## src/hdl/qau_pkg.sv

```systemverilog
// ----------------------------------------------------------------------------
// Quaternion arithmetic unit package
// Shared types, operation codes, product tables and the saturation function.
// ----------------------------------------------------------------------------
package qau_pkg;

  localparam int NUM_W     = 50;
  localparam int DEN_W     = 50;
  localparam int NSQ_W     = 49;
  localparam int NORM_W    = 33;
  localparam int QUO_W     = 33;
  localparam int SQ_STEPS  = 32;
  localparam int SQ_LAT    = SQ_STEPS + 1;
  localparam int DIV_STEPS = QUO_W;
  localparam int DIV_LAT   = DIV_STEPS + 2;
  localparam int FRAC      = 16;

  localparam logic signed [31:0] Q_MAX = 32'sh7fffffff;
  localparam logic signed [31:0] Q_MIN = 32'sh80000000;

  typedef enum logic [3:0] {
    CMD_ADD   = 4'd0,
    CMD_SUB   = 4'd1,
    CMD_MUL   = 4'd2,
    CMD_SCALE = 4'd3,
    CMD_ADDS  = 4'd4,
    CMD_CONJ  = 4'd5,
    CMD_NORM  = 4'd6,
    CMD_NRM   = 4'd7,
    CMD_DIVS  = 4'd8,
    CMD_DIV   = 4'd9
  } cmd_e;

  // Hamilton product terms: component c, term t uses a[A_IDX] * b[B_IDX].
  localparam logic [1:0] A_IDX [4][4] = '{
    '{2'd0, 2'd1, 2'd2, 2'd3},
    '{2'd0, 2'd1, 2'd2, 2'd3},
    '{2'd0, 2'd2, 2'd3, 2'd1},
    '{2'd0, 2'd3, 2'd1, 2'd2}
  };
  localparam logic [1:0] B_IDX [4][4] = '{
    '{2'd0, 2'd1, 2'd2, 2'd3},
    '{2'd1, 2'd0, 2'd3, 2'd2},
    '{2'd2, 2'd0, 2'd1, 2'd3},
    '{2'd3, 2'd0, 2'd2, 2'd1}
  };
  localparam logic [3:0] H_NEG [4] = '{4'b1110, 4'b1000, 4'b1000, 4'b1000};

  typedef logic signed [NUM_W-1:0] num_t;
  typedef logic [DEN_W-1:0] den_t;

  typedef struct packed {
    logic [3:0]        cmd;
    logic signed [31:0] a_real;
    logic signed [31:0] a_i;
    logic signed [31:0] a_j;
    logic signed [31:0] a_k;
    logic signed [31:0] b_real;
    logic signed [31:0] b_i;
    logic signed [31:0] b_j;
    logic signed [31:0] b_k;
  } in_t;

  typedef struct packed {
    logic signed [31:0] r_real;
    logic signed [31:0] r_i;
    logic signed [31:0] r_j;
    logic signed [31:0] r_k;
    logic               div_zero;
    logic               overflow;
  } out_t;

  typedef struct packed {
    logic [3:0]        cmd;
    num_t [3:0]        num;
    den_t [3:0]        mag;
    logic [3:0]        nneg;
    logic [31:0]       b0mag;
    logic              b0neg;
    logic [NSQ_W-1:0]  nsq;
  } mid_t;

  typedef struct packed {
    logic [3:0]        cmd;
    logic              dz;
    logic [3:0]        neg;
    logic [NORM_W-1:0] norm;
    num_t [3:0]        num;
  } late_t;

  typedef struct packed {
    logic           big;
    logic [QUO_W:0] q;
  } quo_t;

  function automatic logic [32:0] sat_q(input num_t v);
    logic [32:0] r;
    if ((&v[NUM_W-1:31]) || !(|v[NUM_W-1:31])) begin
      r = {1'b0, v[31:0]};
    end else if (v[NUM_W-1]) begin
      r = {1'b1, Q_MIN};
    end else begin
      r = {1'b1, Q_MAX};
    end
    return r;
  endfunction

endpackage

```

## src/hdl/qau_sqrt.sv

```systemverilog
// ----------------------------------------------------------------------------
// Pipelined square root
// One result bit per stage, then a rounding stage to the nearest integer.
// ----------------------------------------------------------------------------
module qau_sqrt import qau_pkg::*; (
  input  logic              clk_i,
  input  logic              en_i,
  input  logic [64:0]       x_i,
  output logic [NORM_W-1:0] norm_o
);

  logic [63:0] x_q    [SQ_STEPS];
  logic [33:0] rem_q  [SQ_STEPS];
  logic [31:0] root_q [SQ_STEPS];
  logic        top_q  [SQ_STEPS];
  logic [NORM_W-1:0] norm_q;

  for (genvar k = 0; k < SQ_STEPS; k++) begin : g_st
    logic [63:0] xs;
    logic [33:0] rs;
    logic [31:0] qs;
    logic        ts;
    logic [35:0] rsh;
    logic [35:0] trial;
    logic [33:0] rem_d;
    logic [31:0] root_d;

    if (k == 0) begin : g_first
      assign xs = x_i[63:0];
      assign rs = '0;
      assign qs = '0;
      assign ts = x_i[64];
    end else begin : g_next
      assign xs = x_q[k-1];
      assign rs = rem_q[k-1];
      assign qs = root_q[k-1];
      assign ts = top_q[k-1];
    end

    always_comb begin
      rsh   = {rs, xs[2*(SQ_STEPS-1-k) +: 2]};
      trial = {2'b00, qs, 2'b01};
      if (rsh >= trial) begin
        rem_d  = 34'(rsh - trial);
        root_d = {qs[30:0], 1'b1};
      end else begin
        rem_d  = rsh[33:0];
        root_d = {qs[30:0], 1'b0};
      end
    end

    always_ff @(posedge clk_i) begin
      if (en_i) begin
        x_q[k]    <= xs;
        rem_q[k]  <= rem_d;
        root_q[k] <= root_d;
        top_q[k]  <= ts;
      end
    end
  end

  always_ff @(posedge clk_i) begin
    if (en_i) begin
      if (top_q[SQ_STEPS-1]) begin
        norm_q <= {1'b1, 32'd0};
      end else begin
        norm_q <= {1'b0, root_q[SQ_STEPS-1]} +
                  NORM_W'(rem_q[SQ_STEPS-1] > {2'b00, root_q[SQ_STEPS-1]});
      end
    end
  end

  assign norm_o = norm_q;

endmodule

```

## config.mk

```make
export PLATFORM = sky130hd
export DESIGN_NAME = qau_sqrt
export DESIGN_NICKNAME = d
export VERILOG_FILES = /design/src/hdl/qau_pkg.sv /design/src/hdl/qau_sqrt.sv
export SDC_FILE = /design/constraint.sdc
export NUM_CORES = 2
export LEC_CHECK = 0
export BUFFER_PORTS_ARGS = -buffer_cell sky130_fd_sc_hd__buf_2
export CORE_UTILIZATION = 38
export CTS_BUF_LIST = sky130_fd_sc_hd__clkbuf_4
export DETAILED_ROUTE_END_ITERATION = 8
export HOLD_SLACK_MARGIN = 0.03
export PLACE_DENSITY = 0.52
export SLEW_MARGIN = 20
export SYNTH_ARGS = -nofsm -noshare
export SYNTH_HDL_FRONTEND = slang
export SYNTH_MEMORY_MAX_BITS = 65536
export SYNTH_SLANG_ARGS = --single-unit
```

## constraint.sdc

```tcl
create_clock -name clk_i -period 5.1 [get_ports clk_i]
set_input_delay 1.02 -clock clk_i [delete_from_list [all_inputs] [get_ports clk_i]]
set_output_delay 1.02 -clock clk_i [all_outputs]
set_load 0.1 [all_outputs]
```

Word level (Yosys, flattened, before mapping)
Memories as Yosys holds them, arrays and structs flattened.
Cells that the tools add are included.
- input bits: 67
- RAM bits: 4192
- register bits: 33
- word-level logic and storage cells: 137
- bits in latches: 0
- memories kept: 4
- memory bits (read-only): 0
- memories (memory ; words ; bits a word ; read ports ; clocked after memory_dff ; wr ports ; RTL line ; text):
    x_q ; 32 ; 64 ; 31 ; 0 ; 32 ; qau_sqrt.sv:12 ; logic [63:0] x_q [SQ_STEPS];
    rem_q ; 32 ; 34 ; 32 ; 0 ; 32 ; qau_sqrt.sv:13 ; logic [33:0] rem_q [SQ_STEPS];
    root_q ; 32 ; 32 ; 32 ; 0 ; 32 ; qau_sqrt.sv:14 ; logic [31:0] root_q [SQ_STEPS];
    top_q ; 32 ; 1 ; 32 ; 0 ; 32 ; qau_sqrt.sv:15 ; logic top_q [SQ_STEPS];
- $mul: 0
- bitwise gates (word level): 0
- eq/ne operators: 0
- shift operators: 0
- div/mod/pow operators: 0
- $add $sub $neg: 33
- multiplexer cells: 66
- magnitude comparators: 33
- reduce and logical (&&, ||, !) cells: 0
- operator list (operator ; number):
    36-bit by 34-bit greater-or-equal comparator with 1-bit output ; 31
    34-bit 2-to-1 mux ; 32
    34-bit subtractor ; 31
    34-bit by 32-bit greater-than comparator with 1-bit output ; 1
    1-bit 2-to-1 mux ; 34
    32-bit by 1-bit adder with 33-bit output ; 1
    2-bit by 1-bit subtractor with 3-bit output, second input constant ; 1
    2-bit by 1-bit greater-or-equal comparator with 1-bit output, second input constant ; 1

Longest topological paths before layout
An unclocked memory read counts as a cell.
- depth after elaboration: 3
- mapped depth: 20

Least setup slack after synthesis
No wires, ideal clock.
- kind: reg-to-reg
- start point: mem rem_q[29][0] (netlist: rem_q[7][34])
- end point: mem rem_q[30][9] (netlist: rem_q[7][77]), data pin
- cell stages (with the launch flop): 11
- clock period less this slack: 3.539 ns
- arrival time: 3.279 ns
- slack: 1.561 ns
- cells stage by stage: edfxtp_1 ha_1 nor2b_1 o31a_1 o311ai_1 nor2_1 a41o_1 a31o_2 a211oi_1 clkbuf_1 mux2_2
- RTL lines (item ; RTL line):
    start: declaration ; qau_sqrt.sv:13

==> results.rst <==
.. list-table::
   :header-rows: 1

   * - Metric
     - Value
   * - Run status
     - finished clean
   * - Dominant synthesized flop cell
     - edfxtp_1
   * - Required time of the critical path
     - 6.26 ns
   * - Critical path, cell by cell
     - inv_1, ha_1, nand4_1, a21oi_1, a211oi_1, o21ai_0, nand2_1, o211ai_1, a221oi_1, o21ai_0, o21a_1, ha_1, ha_1, nand2_1, nor3_1, nand3_1, nor2_1, nand3_1, xnor2_1, nor2_1
   * - Maximum net fanout on the critical path
     - 5
   * - Leading cell types by total area after synthesis
     - edfxtp_1 (64%), ha_1 (6.1%), xnor2_1 (3.3%)
   * - Final period demand of the worst path
     - 4.326 ns
   * - RePlAce Congestion
     - 0.8779
   * - Maximum frequency from static timing analysis
     - 0.2311 GHz
   * - Total global-route track usage
     - 16.94%
   * - Filler instances
     - 29863
   * - TritonCTS buffer count
     - 712
   * - TritonCTS sink count
     - 2622
   * - Core area
     - 321900 µm²
   * - Flip-flop and latch count after synthesis
     - 2622
   * - Maximum cell stage delay along the critical path
     - 0.48 ns
   * - Total number of yosys warnings
     - 0
   * - Mapped Avg Cell Area
     - 12.69 µm²
   * - Aggregate negative setup slack
     - 0 ns
   * - CTS Root Cell
     - clkbuf_4
   * - Worst setup margin
     - 0.7735 ns
   * - Arrival time at the worst endpoint
     - 5.49 ns
   * - Max Slew Vio Count
     - 0
   * - Critical path type
     - flop to flop
   * - Dpl cell area
     - 129700 µm²
   * - Net total in the final layout
     - 11215
   * - Mapped Nets
     - 10382
   * - I/O Pins
     - 100
   * - First-pass GRT wire length
     - 438900 µm
   * - Max-Slew Margin vs Limit
     - 23.07%
   * - Post-Syn Area
     - 123300 µm²
   * - Vert. Die Dim
     - 571.7 µm
   * - Remaining number of nets flagged by the antenna check after routing
     - 0
   * - RSZ-0062 raised after global routing
     - no
   * - Worst IR Drop VDD
     - 0.0002466 V
   * - Vias
     - 77923
   * - Worst clock skew
     - 0.1309 ns
   * - Worst slack at placement
     - 0.7892 ns
   * - Final HPWL from detailed placement
     - 200600 µm
   * - CTS clock-pin slew for the worst setup and hold paths
     - 0.06 ns
   * - Per-cell via count in the routed design
     - 5.059
   * - TritonCTS clock tree
     - done
   * - Max H-tree Level
     - 6
   * - Top-area cell type share of the netlist area
     - 63.83%
   * - Number of port buffers
     - 99
   * - Most repeated library cell on the critical path
     - ha_1
   * - Area of the die
     - 326900 µm²
   * - Largest net degree at the start of global routing
     - 161
   * - Share of flip-flops with an asynchronous set or reset
     - 0%
   * - Leakage power
     - 53.53 nW
   * - Post-synthesis cell count
     - 9717
   * - Average wire length per cell after detail routing
     - 18.29 µm
   * - Share of layout cells above drive strength 1
     - 12.98%
   * - Crit. End Element
     - flop
   * - Total Wirelength
     - 281700 µm
   * - Portion of the post-synthesis area used by sequential elements
     - 63.83%
   * - Clock Tree Buf Depth
     - 4
   * - Hold Crit Class
     - primary input to flop
   * - Overflow left after global routing
     - 0
   * - Period utilisation layout
     - 84.83%
   * - Storage element area
     - 78740 µm²
   * - Yosys top cell by area
     - edfxtp_1
   * - Power Dens Cells
     - 439.3 nW/µm²
   * - Final cell area excluding filler cells
     - 139800 µm²
   * - Initial antenna violation count
     - 8
   * - Number of max-capacitance violations reported
     - 0
   * - Count of different cell masters after synthesis
     - 88
   * - Slowest cell on crit path
     - nor3_1
   * - Initial detailed-routing violation count
     - 5127
   * - Number of detailed-routing iterations run before antenna repair
     - 6
   * - Crit start category
     - flop
   * - Setup-violating endpoint count in the final report
     - 0
   * - Insertion delay to the later sink of the worst-skew pair
     - 1.50 ns
   * - Worst Max-Slew Pin Slew
     - 1.142 ns
   * - Remaining routing DRC violations
     - 0
   * - Starting density of the core
     - 38.32%
   * - DIE WIDTH
     - 571.7 µm
   * - Standard-cell rows
     - 208
   * - Number of flops mapped to enable cells by yosys
     - 2622
   * - Multi-input gate area in the final layout
     - 41020 µm²
   * - Layout-stage area growth over the synthesis result
     - 13.37%
   * - Number of global-route vias before repair
     - 78733
   * - Final hold violation count
     - 0
[routing by layer]
metal,global-route usage [%],wire (µm),vias up
met3,3.028,12200,552
met4,6.259,8561,20
met2,29.22,138500,1775
li1,-,-,38098
met5,0,148,-
met1,21.15,122200,37478
[critical path, delay by kind of cell (launching register included)]
| family | cells | cell delay (ns) |
|---|---|---|
| AOI/OAI and AO/OA | 7 | 1.04 |
| xor gates and xnor gates | 1 | 0.15 |
| adders and majority gates | 3 | 0.74 |
| buffers and inverters | 1 | 0.11 |
| DFF | 1 | 0.40 |
| and+or+nand+nor | 8 | 1.60 |
[registers in the layout, indices dropped and copies added, names as in the netlist]
name / flops
rem_q: 1037
x_q: 992
root_q: 528
norm_o: 33
top_q: 32
[final timing paths]
kind,from,end,slack [ns],cells past startpoint
worst min register to register,x_q[10][16]$_DFFE_PP_,x_q[10][80]$_DFFE_PP_,0.38,0
worst min-delay path,x_i[0],x_q[0][0]$_DFFE_PP_,0.31,2
worst max register to register,root_q[1][485]$_DFFE_PP_,norm_o[30]$_SDFFCE_PP0P_,0.77,20
worst max-delay path,root_q[1][485]$_DFFE_PP_,norm_o[30]$_SDFFCE_PP0P_,0.77,20
[cells in the mapped netlist (50+ instances only)]
library cell  count
a21oi_1         613
a211oi_1         60
nand2b_1         98
or3_1           101
xnor2_1         466
inv_1           758
nand3_1         182
o21a_1          102
edfxtp_1       2622
clkbuf_1        174
nor3_1          248
nand4_1         107
nor2_1          581
or4_1            68
o21bai_1         53
and3_1           50
a21o_1          234
nor4_1          123
nand2_1         723
xor2_1          431
a31oi_1          57
o21ai_0         560
o31ai_1          71
ha_1            598
nor2b_1          86
[kinds of logic (layout without fill, tap and decap cells)]
family / Yosys count / after routing / share of synthesized area, %
and+or+nand+nor: 2570 / 2570 / 10.25
adders and majority gates: 598 / 598 / 6.066
muxes: 66 / 66 / 0.5843
DFF: 2622 / 2622 / 63.83
xor gates and xnor gates: 897 / 897 / 6.369
AOI/OAI and AO/OA: 2001 / 2001 / 9.962
buffers and inverters: 962 / 2334 / 2.937
other: 1 / 10 / 0.003040
[through the flow]
stage | cells | hold slack [ns] | power [mW] | utilization [%]
final | 15403 | 0.3053 | 61.43 | 43.44
after floorplan | 9717 | 0.4003 | 38.56 | -
after global routing | 15395 | 0.1453 | 65.27 | 43.43
after detailed placement | 14033 | 0.4045 | 43.12 | 40.28
after global placement | 14031 | 0.4007 | 43.05 | 40.27
after CTS | 15394 | 0.03072 | 62.56 | 43.43
[power breakdown]
group,leakage [nW],internal (mW),switching (mW)
sequential,25.3,27.4,1.94
clock,5.36,9.74,8.95
combinational,22.9,5.42,8.02
total,53.5,42.5,18.9
[cell type report]
cell class / instances / share of cell area, %
sequential: 2622 / 56.30
multi-input combinational: 6133 / 29.33
clock buffer: 1017 / 5.460
tap: 4305 / 3.852
inverter: 765 / 2.053
timing repair buffer: 316 / 1.964
clock inverter: 236 / 1.016
antenna: 9 / 0.01611
[layout by cell type (no fill, tap or decap), types with 71 or more instances in the layout]
cell	n
or3_1	101
o21a_1	102
ha_1	598
xnor2_1	466
nand2_1	723
a21o_1	234
o21ai_0	560
nor2_1	581
dlygate4sd3_1	108
nand4_1	107
xor2_1	431
nor4_1	122
buf_2	98
inv_1	758
a21oi_1	613
clkbuf_4	1017
nand3_1	182
edfxtp_1	2622
buf_4	81
nand2b_1	98
o31ai_1	71
clkinv_1	150
nor3_1	248
nor2b_1	86
[what timing repair did]
item                      in CTS  in global routing
buffers inserted               0                  0
hold endpoints to repair     128                  0
hold buffers                 108                  0
gates resized for setup        0                  0
Note: power is estimated with default switching activity, not from simulation.
